File: config.mk
export PLATFORM = sky130hd
export DESIGN_NAME = text_to_ita2_encoder
export DESIGN_NICKNAME = d
export VERILOG_FILES = /design/src/sv/ita2e_pkg.sv /design/src/sv/text_to_ita2_encoder.sv
export SDC_FILE = /design/constraint.sdc
export NUM_CORES = 1
export LEC_CHECK = 0
export ABC_AREA = 1
export BUFFER_PORTS_ARGS = -buffer_cell sky130_fd_sc_hd__buf_2
export CORE_UTILIZATION = 55
export DETAILED_ROUTE_END_ITERATION = 7
export GPL_ROUTABILITY_DRIVEN = 0
export HOLD_SLACK_MARGIN = 0.08
export PLACE_DENSITY = 0.86
export SLEW_MARGIN = 20
export SYNTH_ARGS = -nofsm -noshare
export SYNTH_HDL_FRONTEND = slang
export SYNTH_SLANG_ARGS = --single-unit
File: constraint.sdc
create_clock -name clk -period 8.3 [get_ports clk]
set_clock_uncertainty 0.05 [all_clocks]
set_input_delay 0.83 -clock clk [delete_from_list [all_inputs] [get_ports clk]]
set_output_delay 0.83 -clock clk [all_outputs]
set_load 0.005 [all_outputs]
File: src/sv/ita2e_pkg.sv
// package: payload types, ita2 tables and the table lookup function
`default_nettype none

package ita2e_pkg;

  localparam int unsigned TabDepth = 32;
  localparam int unsigned CodeW    = 5;
  localparam int unsigned CharW    = 16;

  localparam logic [CodeW-1:0] SHIFT_LETTERS = 5'h1F;
  localparam logic [CodeW-1:0] SHIFT_FIGURES = 5'h1B;
  localparam logic [CharW-1:0] MAX_SEVEN_BIT = 16'h007F;
  localparam logic [CodeW-1:0] POS_CR        = 5'h02;
  localparam logic [CodeW-1:0] POS_LF        = 5'h08;
  localparam logic [CodeW-1:0] POS_SPACE     = 5'h04;

  // shift slots (27 and 31) never match
  localparam logic [TabDepth-1:0] SLOT_MASK = 32'h77FF_FFFF;

  typedef logic [7:0] tab_entry_t;
  typedef tab_entry_t tab_arr_t [TabDepth];

  localparam tab_arr_t LETTERS_TAB = '{
    8'h00, 8'h45, 8'h0D, 8'h41, 8'h20, 8'h53, 8'h49, 8'h55,
    8'h0A, 8'h44, 8'h52, 8'h4A, 8'h4E, 8'h46, 8'h43, 8'h4B,
    8'h54, 8'h5A, 8'h4C, 8'h57, 8'h48, 8'h59, 8'h50, 8'h51,
    8'h4F, 8'h42, 8'h47, 8'h00, 8'h4D, 8'h58, 8'h56, 8'h00
  };

  localparam tab_arr_t FIGURES_TAB = '{
    8'h00, 8'h33, 8'h0D, 8'h2D, 8'h20, 8'h27, 8'h38, 8'h37,
    8'h0A, 8'h05, 8'h34, 8'h07, 8'h2C, 8'h21, 8'h3A, 8'h28,
    8'h35, 8'h2B, 8'h29, 8'h32, 8'h24, 8'h36, 8'h30, 8'h31,
    8'h39, 8'h3F, 8'h26, 8'h00, 8'h2E, 8'h2F, 8'h3B, 8'h00
  };

  typedef struct packed {
    logic [CharW-1:0] char_code;
    logic             end_of_text;
  } in_beat_t;

  typedef struct packed {
    logic [CodeW-1:0] ita2_code;
    logic             last_of_run;
  } out_beat_t;

  typedef struct packed {
    logic             hit;        // character has a code
    logic             direct;     // lf, cr or space: no shift in either mode
    logic             is_letter;  // found in the letters table
    logic [CodeW-1:0] pos;
  } lkup_t;

  // first matching position in one table, lowest index wins
  function automatic logic [CodeW:0] tab_find(input tab_arr_t tab,
                                              input logic [CharW-1:0] ch);
    logic [CodeW:0] res;
    res = '0;
    for (int i = TabDepth - 1; i >= 0; i--) begin
      if (SLOT_MASK[i] && ({8'h00, tab[i]} == ch)) begin
        res = {1'b1, CodeW'(i)};
      end
    end
    return res;
  endfunction

  function automatic lkup_t ita2_lookup(input logic [CharW-1:0] ch);
    lkup_t          r;
    logic [CodeW:0] fl;
    logic [CodeW:0] ff;
    fl = tab_find(LETTERS_TAB, ch);
    ff = tab_find(FIGURES_TAB, ch);
    r  = '0;
    if (ch <= MAX_SEVEN_BIT) begin
      if (fl[CodeW]) begin
        r.hit       = 1'b1;
        r.is_letter = 1'b1;
        r.pos       = fl[CodeW-1:0];
        r.direct    = (fl[CodeW-1:0] == POS_LF) || (fl[CodeW-1:0] == POS_CR) ||
                      (fl[CodeW-1:0] == POS_SPACE);
      end else if (ff[CodeW]) begin
        r.hit = 1'b1;
        r.pos = ff[CodeW-1:0];
      end
    end
    return r;
  endfunction

endpackage

`default_nettype wire

File: src/sv/text_to_ita2_encoder.sv
// top level: character to ita2 symbol encoder with letters/figures shift tracking
`default_nettype none

// usage
//   in channel: one beat carries a 16-bit character code and an end-of-text flag
//   out channel: one beat carries a 5-bit ita2 symbol and last_of_run
//   a character gives zero, one or two out beats; a shift symbol (0x1F letters,
//   0x1B figures) goes ahead of the character when the shift must change, with
//   last_of_run low; the character symbol always has last_of_run high
//   codes above 0x7f and characters in neither table give no out beat
//   an accepted beat is held in the input register, and its first symbol goes
//   to the output register once that register is free
//   throughput: one character per cycle while out does not stall and no shift
//   is needed; a character that needs a shift holds the input register until
//   both its symbols have gone out through the single output register
//   stall on out: the output register holds its beat; the input register still
//   takes one more beat if empty, then in_stall rises until the output drains
//   reset: synchronous, active low; both registers empty, shift state letters
//   end_of_text returns the shift state to letters once its character retires

module text_to_ita2_encoder (
  input  wire logic               clk,
  input  wire logic               rst_n,
  input  wire logic               in_valid,
  output      logic               in_stall,
  input  wire ita2e_pkg::in_beat_t  in_data,
  output      logic               out_valid,
  input  wire logic               out_stall,
  output      ita2e_pkg::out_beat_t out_data
);

  // input register
  logic                 s1_valid_r, s1_valid_nxt;
  ita2e_pkg::in_beat_t  s1_data_r;
  // output register
  logic                 out_valid_r, out_valid_nxt;
  ita2e_pkg::out_beat_t out_data_r, out_data_nxt;
  // shift state, 1 = figures
  logic                 figures_mode_r, figures_mode_nxt;

  ita2e_pkg::lkup_t lk;
  logic in_accept;
  logic out_free;
  logic need_shift;
  logic emit;
  logic s1_done;

  assign lk = ita2e_pkg::ita2_lookup(s1_data_r.char_code);

  // shift symbol needed when the table of the character is not the current one
  assign need_shift = lk.hit && !lk.direct && (lk.is_letter ? figures_mode_r : !figures_mode_r);

  assign out_free  = !out_valid_r || !out_stall;
  assign emit      = s1_valid_r && lk.hit && out_free;
  // item leaves the input register once its character symbol is out, or at once
  // when it has no symbol
  assign s1_done   = s1_valid_r && (!lk.hit || (out_free && !need_shift));
  assign in_stall  = s1_valid_r && !s1_done;
  assign in_accept = in_valid && !in_stall;

  always_comb begin
    s1_valid_nxt = s1_valid_r;
    if (in_accept) begin
      s1_valid_nxt = 1'b1;
    end else if (s1_done) begin
      s1_valid_nxt = 1'b0;
    end
  end

  always_comb begin
    out_valid_nxt = out_valid_r;
    out_data_nxt  = out_data_r;
    if (out_free) begin
      out_valid_nxt = emit;
    end
    if (emit) begin
      if (need_shift) begin
        out_data_nxt.ita2_code   = lk.is_letter ? ita2e_pkg::SHIFT_LETTERS
                                                : ita2e_pkg::SHIFT_FIGURES;
        out_data_nxt.last_of_run = 1'b0;
      end else begin
        out_data_nxt.ita2_code   = lk.pos;
        out_data_nxt.last_of_run = 1'b1;
      end
    end
  end

  // the shift flips the state as soon as it is sent, so the same item then
  // sees no shift need and sends its character the next free cycle
  always_comb begin
    figures_mode_nxt = figures_mode_r;
    if (emit && need_shift) begin
      figures_mode_nxt = !lk.is_letter;
    end
    if (s1_done && s1_data_r.end_of_text) begin
      figures_mode_nxt = 1'b0;
    end
  end

  always_ff @(posedge clk) begin
    if (!rst_n) begin
      s1_valid_r     <= 1'b0;
      out_valid_r    <= 1'b0;
      figures_mode_r <= 1'b0;
    end else begin
      s1_valid_r     <= s1_valid_nxt;
      out_valid_r    <= out_valid_nxt;
      figures_mode_r <= figures_mode_nxt;
    end
  end

  always_ff @(posedge clk) begin
    if (in_accept) begin
      s1_data_r <= in_data;
    end
    out_data_r <= out_data_nxt;
  end

  assign out_valid = out_valid_r;
  assign out_data  = out_data_r;

`ifndef ASSERT_OFF
  // a beat that is not the last of its character is always a shift symbol
  a_shift_only_not_last: assert property (@(posedge clk) disable iff (!rst_n)
    out_valid_r && !out_data_r.last_of_run |->
      out_data_r.ita2_code == ita2e_pkg::SHIFT_LETTERS ||
      out_data_r.ita2_code == ita2e_pkg::SHIFT_FIGURES)
    else $error("non-final beat is not a shift symbol");

  // after a shift goes out the state matches the shift that was sent
  a_mode_follows_shift: assert property (@(posedge clk) disable iff (!rst_n)
    emit && need_shift |=>
      figures_mode_r == (out_data_r.ita2_code == ita2e_pkg::SHIFT_FIGURES))
    else $error("shift state does not follow emitted shift");

  // an item that cannot retire stays in the input register unchanged
  a_s1_holds: assert property (@(posedge clk) disable iff (!rst_n)
    s1_valid_r && !s1_done |=> s1_valid_r && $stable(s1_data_r))
    else $error("input register lost a pending item");
`endif

endmodule

`default_nettype wire
== After elaboration in Yosys (flattened, before gate mapping) ==
Index checks and enable logic that the tools add are counted.
Word-level totals
  flip-flop bits (word level): 26
  output and inout bits: 8
  bits of input ports: 21
Operators by class
  reductions and logical operators: 26
  $lt $le $gt $ge: 1
  bitwise operators: 1
  multiplexer cells: 71
  equal/unequal tests: 58
Operators with widths (count)
  $eq A7 B16 Y1 const A: 26
  $eq A6 B16 Y1 const A: 25
  $mux W6: 61
  $eq A3 B16 Y1 const A: 2
  $eq A4 B16 Y1 const A: 2
  $le A16 B7 Y1 const B: 1
  $logic_not A16 Y1: 1
  $logic_and A1 B1 Y1: 10
  $mux W5: 2
  $logic_not A1 Y1: 9
  $mux W8: 1
  $eq A5 B2 Y1 const B: 1
  $eq A5 B3 Y1 const B: 1
  $eq A5 B4 Y1 const B: 1
  $mux W1: 5
  $logic_or A1 B1 Y1: 4
  $mux W3: 1
  $mux W2: 1
  $reduce_bool A2 Y1: 1
  $reduce_or A2 Y1: 1
  $not A1 Y1: 1

== Longest topological paths before layout ==
Gate-level depths: netlist (run 1).
  depth after elaboration: 48
  gate-level depth with buffers: 20

== Least setup slack after synthesis (run 1) ==
Ideal clock, no wire load.
  path kind: register to register
  from: register s1_data_r[2] in the netlist's numbering
  to: register s1_data_r[0] in the netlist's numbering, enable pin
  path slack: 5.214 ns
  library setup time: 0.397 ns
  data arrival time: 2.639 ns
  cell stages (with the launch flop): 18
  path through: edfxtp_1 nand2_4 inv_2 nand2_1 inv_2 nand2_2 inv_2 nand2_2 o21ai_2 nor2_2 nand2_2 nor2b_4 nand2_4 inv_2 nand3_4 nand3_2 nand2_2 a21oi_1
On the way
  cells in the longest elaborated chain, start to end: 47
  elaborated cells on any way between the ends: 139
  classes of those cells: 1 x order compare; 58 x eq/ne; 65 x mux; 15 x reduce/logical
Ends and longest elaborated chain
  from (decl): RTL line text_to_ita2_encoder.sv:34  | ita2e_pkg::in_beat_t s1_data_r;
  from (signal assigned): RTL line text_to_ita2_encoder.sv:114  | s1_data_r <= in_data;
  $eq A7 B16 Y1: RTL line ita2e_pkg.sv:60  | if (SLOT_MASK[i] && ({8'h00, tab[i]} == ch)) begin
  $mux W6 (30 in a row): RTL line ita2e_pkg.sv:60
  $eq A5 B4 Y1 / $eq A5 B2 Y1 (equally long branches): RTL line ita2e_pkg.sv:79  | r.direct = (fl[CodeW-1:0] == POS_LF) || (fl[CodeW-1:0] == POS_CR) ||
  $logic_or A1 B1 Y1 (2 in a row): RTL line ita2e_pkg.sv:79
  $mux W2: RTL line ita2e_pkg.sv:75  | if (fl[CodeW]) begin
  $mux W8 (*): RTL line ita2e_pkg.sv:74  | if (ch <= MAX_SEVEN_BIT) begin
  $logic_not A1 Y1: RTL line text_to_ita2_encoder.sv:51  | assign need_shift = lk.hit && !lk.direct && (lk.is_letter ? figures_mode_r : !figures_mode_r);
  $logic_and A1 B1 Y1 (2 in a row): RTL line text_to_ita2_encoder.sv:51
  $logic_not A1 Y1: RTL line text_to_ita2_encoder.sv:57  | assign s1_done = s1_valid_r && (!lk.hit || (out_free && !need_shift));
  $logic_and A1 B1 Y1: RTL line text_to_ita2_encoder.sv:57
  $logic_or A1 B1 Y1 (*): RTL line text_to_ita2_encoder.sv:57
  $logic_and A1 B1 Y1 (*): RTL line text_to_ita2_encoder.sv:57
  $logic_not A1 Y1 (*): RTL line text_to_ita2_encoder.sv:58  | assign in_stall = s1_valid_r && !s1_done;
  $logic_and A1 B1 Y1 (*): RTL line text_to_ita2_encoder.sv:58
  $logic_not A1 Y1 (*): RTL line text_to_ita2_encoder.sv:59  | assign in_accept = in_valid && !in_stall;
  $logic_and A1 B1 Y1 (*): RTL line text_to_ita2_encoder.sv:59
  via in_accept: RTL line text_to_ita2_encoder.sv:42  | logic in_accept;
Mark *: on every way through the listed nets, which the timed path passes. The rest lies on a longest branch.
A chain may end at the register's enable or synchronous reset.

== Worst setup path in the final report (run 1) ==
  from: register s1_data_r[6] in the netlist's numbering
  to: output in_stall
On the way
  cells in the longest elaborated chain, start to end: 45
  elaborated cells on any way between the ends: 137
  classes of those cells: 1 x order compare; 58 x eq/ne; 65 x mux; 13 x reduce/logical
Ends and longest elaborated chain
  $eq A7 B16 Y1: RTL line ita2e_pkg.sv:60
  $mux W6 (30 in a row): RTL line ita2e_pkg.sv:60
  $eq A5 B4 Y1 / $eq A5 B2 Y1 (equally long branches): RTL line ita2e_pkg.sv:79
  $logic_or A1 B1 Y1 (2 in a row): RTL line ita2e_pkg.sv:79
  $mux W2: RTL line ita2e_pkg.sv:75
  $mux W8 (*): RTL line ita2e_pkg.sv:74
  $logic_not A1 Y1: RTL line text_to_ita2_encoder.sv:51
  $logic_and A1 B1 Y1 (2 in a row): RTL line text_to_ita2_encoder.sv:51
  $logic_not A1 Y1: RTL line text_to_ita2_encoder.sv:57
  $logic_and A1 B1 Y1: RTL line text_to_ita2_encoder.sv:57
  $logic_or A1 B1 Y1 (*): RTL line text_to_ita2_encoder.sv:57
  $logic_and A1 B1 Y1 (*): RTL line text_to_ita2_encoder.sv:57
  $logic_not A1 Y1 (*): RTL line text_to_ita2_encoder.sv:58
  $logic_and A1 B1 Y1 (*): RTL line text_to_ita2_encoder.sv:58
  to (decl): RTL line text_to_ita2_encoder.sv:25  | output logic in_stall,
Every way passes the cells marked *; elsewhere a longest branch is shown, timed or not.

==> results.toml, run 1 <==
[run_status]
status = "finished clean"

[power]
p_per_area_nw_per_um2 = 98.76
finalPower_mw = 0.2575
peakVddDrop_v = 0.0001399
p_leak_nw = 1.299

[clock_tree]
cts.repair.resized = 0
worstSkewPairLatency_ns = 0.26
cts.sinks = 26
post_cts_buffers = 0
cts_buffer_depth = 2
numCtsBuffers = 3
holdBufCountCts = 0
clkTransAtPathRegs_ns = 0.08
clockRootBuffer = "clkbuf_8"
htree_num_levels = 1
cts_tree = "done"

[drt]
drt_pass1_iterations = 5
drc = 0
viasPerCell = 5.775
postRouteAntennaNets = 0
vias = 2489
wl_um = 5745
drt_iter0_markers = 321
wl_per_cell_um = 13.33

[worst_setup_path]
reg2reg_slack_ns = 5.24
cpPeakStageDelay_ns = 0.54
r2r_cells = 14
critPathLaunchType = "flop"
cp-end-kind = "output pin"
crit_family = "simple AND/OR/NAND/NOR gates"
required_ns = 7.42
crit_buf_inv = 5
crit_fanout = 14
crit_type = "reg2out"
critical-path-slowest-cell = "nor2_2"
crit_top_cell = "inv_2"
worstPathArrival_ns = 2.96
path_cells = "inv_1 -> nand2_1 -> nor2_2 -> inv_2 -> o21ai_0 -> nor2_1 -> nand2b_1 -> nor2_4 -> nand2_4 -> inv_2 -> nand3_4 -> inv_2 -> a21oi_2 -> nand2_2 -> a21oi_1 -> buf_2"
worstReg2RegStart = "s1_data_r[6]$_DFFE_PP_"
r2r_end = "s1_data_r[3]$_DFFE_PP_"

[grt]
grt_antenna_before_repair = 0
grt_pass1_vias = 2253
grt_max_degree = 26
grt_pass1_wl_um = 9494
overflow = 0
grt_use_total = 0.2734

[floorplanning]
fp-row-count = 23
core_um2 = 4086
die_h_um = 67.90
io-pin-count = 29
fp.dieArea_um2 = 4610
initial_core_util = 0.5845
die-width_um = 67.90

[timing]
finalCritPeriodShare = 0.4630
max_freq_mhz = 260.2
rsz0062_at_grt = "false"
maxSlewViolCount = 0
fin_tns_setup_ns = 0
relSlewSlack = 0.4792
tightest_slew_ns = 0.7770
period_minus_slack_ns = 3.843
setup_violations = 0
setup_slack_ns = 4.457
hold_viol_final = 0

[yosys]
syn-cell-area_um2 = 2389
syn_nets = 374
synthDistinctLibCells = 41
synth_top_area_share = 0.2892
yosys.area.top_type = "edfxtp_1"
syn_inst = 353
ys_ff_latch = 26
yosysWarnings = 0
synth_seq_area_share = 0.3143
avgSynthCellArea_um2 = 6.766
synthTopCellsByArea = "edfxtp_1, nand2_1, nor2_1"

[place]
hpwl_um = 4611
numPortBuffers = 28
place_area_um2 = 2562
pre_cts_ws_ns = 4.865

[min_path]
holdPathEnd = "out_valid$_SDFFE_PN0N_"
hold_class = "reg2reg"
hold_start = "s1_valid_r$_SDFFE_PN0P_"
min_path_cells = 2

[final_layout]
num_antenna_cells = 0
drive_gt1_frac = 0.2441
utilization = 0.6381
final_area_um2 = 2608
area_delta_synth_final_pct = 9.167
nets = 403

[flow_run]
max_cap_viol_count = 0
==> layout by cell type (no fill, tap or decap), types with 4 or more instances in the layout <==
cell type / count
a21oi_1: 9
buf_2: 28
edfxtp_1: 23
inv_1: 42
inv_2: 16
nand2_1: 77
nand2_2: 12
nand2_4: 5
nand3_1: 21
nand3_2: 5
nand4_1: 14
nor2_1: 52
nor2_2: 11
nor2_4: 4
nor3_1: 8
o21ai_0: 16
o21ai_1: 5
==> how the worst max path moves through the flow <==
stage	cells after the start	slack (ns)	start	endpoint
floorplan	17	5.21	s1_data_r[2]$_DFFE_PP_	s1_data_r[0]$_DFFE_PP_
global placement	18	4.86	s1_data_r[14]$_DFFE_PP_	in_stall
detailed placement	16	4.86	s1_data_r[6]$_DFFE_PP_	in_stall
CTS	16	4.55	s1_data_r[6]$_DFFE_PP_	in_stall
global route	18	4.19	s1_data_r[12]$_DFFE_PP_	in_stall
finish	16	4.46	s1_data_r[6]$_DFFE_PP_	in_stall
==> worst register-to-register path, stage by stage, from the launching register on <==
cell	delay [ns]
edfxtp_1	0.43
inv_1	0.12
nand2_1	0.09
nor2_2	0.54
inv_2	0.23
o21ai_0	0.23
nor2_1	0.06
nand2b_1	0.16
nor2_4	0.07
nand3_1	0.13
nand2_1	0.08
nand3_2	0.10
nand2_2	0.07
a21oi_1	0.14
buf_4	0.26
==> per-layer routing <==
| layer | GRT usage | routed length, um |
|---|---|---|
| met1 | 0.3320 | 2261 |
| met4 | 0.1458 | 238 |
| met5 | 0 | 0 |
| met2 | 0.4443 | 2648 |
| met3 | 0.06667 | 597 |
==> area by class of cell <==
type                    instances  area [um^2]
clock buffers                   4        45.04
fillers                       359         1479
inverters                      59        221.5
multi-input cells             263         1380
flip-flops and latches         26        750.7
well taps                      50        62.56
repair buffers                 29        147.6
==> Yosys cell counts (all sizes together) <==
library cell	instances
nand2	94
nor2	68
inv	58
nand3	27
edfxtp	23
o21ai	23
nand4	14
a21oi	10
nor3	9
buf	4
dfxtp	3
o211ai	3
o31ai	2
a2111oi	1
a22oi	1
a31oi	1
clkbuf	1
clkinv	1
nand2b	1
nand3b	1
nor2b	1
nor3b	1
nor4	1
o2111ai	1
o22ai	1
o311a	1
o311ai	1
or3b	1
==> logic make-up (layout without fill, tap and decap cells) <==
family,count (synthesis),count (layout),synth area share
and+or+nand+nor,218,218,0.4646
buffers and inverters,64,92,0.1079
AOI/OAI and AO/OA,45,45,0.1132
DFF,26,26,0.3143
==> sequential cells by signal, indices dropped and copies added (netlist names) <==
| register | count |
|---|---|
| s1_data_r | 17 |
| out_data | 6 |
| figures_mode_r | 1 |
| out_valid | 1 |
| s1_valid_r | 1 |
==> metrics by stage <==
| step | hold slack (ns) | cells |
|---|---|---|
| floorplan | 0.4495 | 353 |
| global placement | 0.4851 | 427 |
| detailed placement | 0.4868 | 427 |
| CTS | 0.4988 | 431 |
| global route | 0.5225 | 431 |
| finish | 0.5016 | 431 |
==> power breakdown <==
group / internal, mW / leakage (nW) / switching [mW]
Combinational: 0.00909 / 1.02 / 0.0237
Sequential: 0.150 / 0.254 / 0.00514
Clock: 0.0343 / 0.0228 / 0.0358
Total: 0.193 / 1.30 / 0.0646
No activity file was read; power rests on OpenSTA's default activity.
==> run 2, diff against run 1 <==
Settings changed: CORE_UTILIZATION 55 to 53, PLACE_DENSITY 0.86 to 0.87.
Clock period 8.3 ns to 3.4 ns, I/O delays scaled along.
==> run 2 against run 1 <==
Combinational power rose to 2.5 times the previous value. Largest power group unchanged. Total power grew to 2.8 times the previous value. Critical endpoint unchanged. Highest routed layer unchanged. Non-clock buffer count increased by 2.
==> results.toml, run 2 (synthesis gave the netlist of run 1 again) <==
[run_status]
status = "finished clean"

[worst_setup_path]
worstPathArrival_ns = 2.76
cp-end-kind = "output pin"
worstReg2RegStart = "s1_data_r[2]$_DFFE_PP_"
cpPeakStageDelay_ns = 0.41
critical-path-slowest-cell = "edfxtp_1"
required_ns = 3.01
r2r_cells = 18
reg2reg_slack_ns = 0.58
path_cells = "inv_1 -> nand2_1 -> nor2_4 -> inv_1 -> nor2_1 -> nand2_1 -> o21ai_0 -> inv_1 -> nand2_1 -> nor2_1 -> nand3_1 -> inv_1 -> nand2_1 -> nand2_1 -> inv_1 -> nor2_1 -> nand3_1 -> nand2_2 -> a21oi_1 -> buf_2"
crit_type = "reg2out"
crit_fanout = 9
critPathLaunchType = "flop"
r2r_end = "s1_data_r[2]$_DFFE_PP_"

[min_path]
hold_class = "in2reg"
holdPathEnd = "s1_data_r[5]$_DFFE_PP_"
hold_start = "in_data[5]"
min_path_cells = 1

[flow_run]
max_cap_viol_count = 0

[grt]
grt_antenna_before_repair = 0
grt_use_total = 0.2611
grt_pass1_vias = 2282
grt_pass1_wl_um = 10070
overflow = 0
grt_max_degree = 26

[final_layout]
drive_gt1_frac = 0.2552
regMostFlops = "s1_data_r"
multi_input_area_um2 = 1394
final_cell_mix = "nand2_1, nor2_1, inv_1"
num-fill-cells = 377
utilization = 0.6121
final_common_cell = "nand2_1"
largest_reg_flops = 17
nets = 406
seq_area_um2 = 750.7
num_antenna_cells = 0
area_delta_synth_final_pct = 11.58

[power]
swShare = 0.2365
pwr-share-clk = 0.356
p_per_area_nw_per_um2 = 268.4
p_seq_frac = 0.527
p_switching_mw = 0.1692
power_frac_comb = 0.116
p_leak_nw = 1.323
peakVddDrop_v = 0.0002219
p_int_mw = 0.5460

[timing]
maxSlewViolCount = 0
max_freq_mhz = 317.8
setup_violations = 0
period_minus_slack_ns = 3.147
tightest_slew_ns = 0.7064
relSlewSlack = 0.5169
worst_hold_slack_ns = 0.1854
rsz0062_at_grt = "false"
finalCritPeriodShare = 0.9256
fin_tns_setup_ns = 0
hold_viol_final = 0

[floorplanning]
fp-row-count = 24
die-width_um = 69.13
initial_core_util = 0.5486
die_h_um = 69.13
fp.dieArea_um2 = 4779
io-pin-count = 29
core_um2 = 4354

[clock_tree]
worstSkewPairLatency_ns = 0.27
cts.sinks = 26
cts_tree = "done"
post_cts_buffers = 0
holdBufCountCts = 0
cts_buffer_depth = 2
clockRootBuffer = "clkbuf_8"
htree_num_levels = 1
cts.repair.resized = 0
numCtsBuffers = 3
clkTransAtPathRegs_ns = 0.09

[drt]
drt_pass1_iterations = 6
drc = 0
drt_iter0_markers = 284
vias = 2554
wl_per_cell_um = 13.92
postRouteAntennaNets = 0
wl_um = 6067
viasPerCell = 5.858

[place]
hpwl_um = 4581
numPortBuffers = 28
-- run 2: changes by cell type in the layout (fill, tap and decap cells not counted), sizes merged --
cell | before | now
buf | 29 | 31
bufinv | 0 | 1
clkbuf | 4 | 3
nor2 | 68 | 69
-- run 2: cell type report --
class | count | share of cell area
Clock buffer | 3 | 0.01549
Sequential cell | 26 | 0.2817
Tap cell | 52 | 0.02441
Clock inverter | 1 | 0.01127
Multi-Input combinational cell | 264 | 0.5230
Timing Repair Buffer | 31 | 0.06103
Inverter | 59 | 0.08310
-- run 2: stage by stage --
step                      power [mW]  std cells  instance area [um^2]  worst slack, ns
after global routing          0.7393        436                  2665          0.02283
after CTS                     0.7150        435                  2651           0.1370
after global placement        0.4616        431                  2580           0.5544
final                         0.7152        436                  2665           0.2531
after floorplan               0.4367        353                  2389           0.3143
after detailed placement      0.4642        431                  2580           0.4538
-- run 2: how the worst max path moves through the flow --
stage,start,cells past startpoint,endpoint
2_1_floorplan,s1_data_r[2]$_DFFE_PP_,17,s1_data_r[0]$_DFFE_PP_
3_3_place_gp,s1_data_r[15]$_DFFE_PP_,18,in_stall
3_5_place_dp,s1_data_r[15]$_DFFE_PP_,18,in_stall
4_1_cts,s1_data_r[15]$_DFFE_PP_,18,in_stall
5_1_grt,s1_data_r[12]$_DFFE_PP_,18,in_stall
6_report,s1_data_r[6]$_DFFE_PP_,20,in_stall
-- run 2: power groups by stage --
stage | clock network (mW) | registers, mW | logic (mW)
after CTS | 0.258 | 0.377 | 0.0799
final | 0.255 | 0.377 | 0.0831
after detailed placement | 0 | 0.385 | 0.0795
after floorplan | 0 | 0.383 | 0.0536
after global routing | 0.269 | 0.380 | 0.0904
after global placement | 0 | 0.384 | 0.0778
-- run 2: worst max-delay path, delay by kind of cell, from the launching register on --
kind,cells,cell delay (ns)
AO/OA/AOI/OAI,2,0.22
AND/OR/NAND/NOR,12,1.23
flip-flops,1,0.41
buffers and inverters,6,0.62
-- run 2: metal layers --
layer	vias up	wire, um	GRT usage	part of all wire
met5	-	0	0	0
met4	0	337	0.1451	0.056
met3	39	621	0.03801	0.10
met2	182	2716	0.4293	0.45
met1	1108	2391	0.3280	0.39
li1	1225	-	-	-
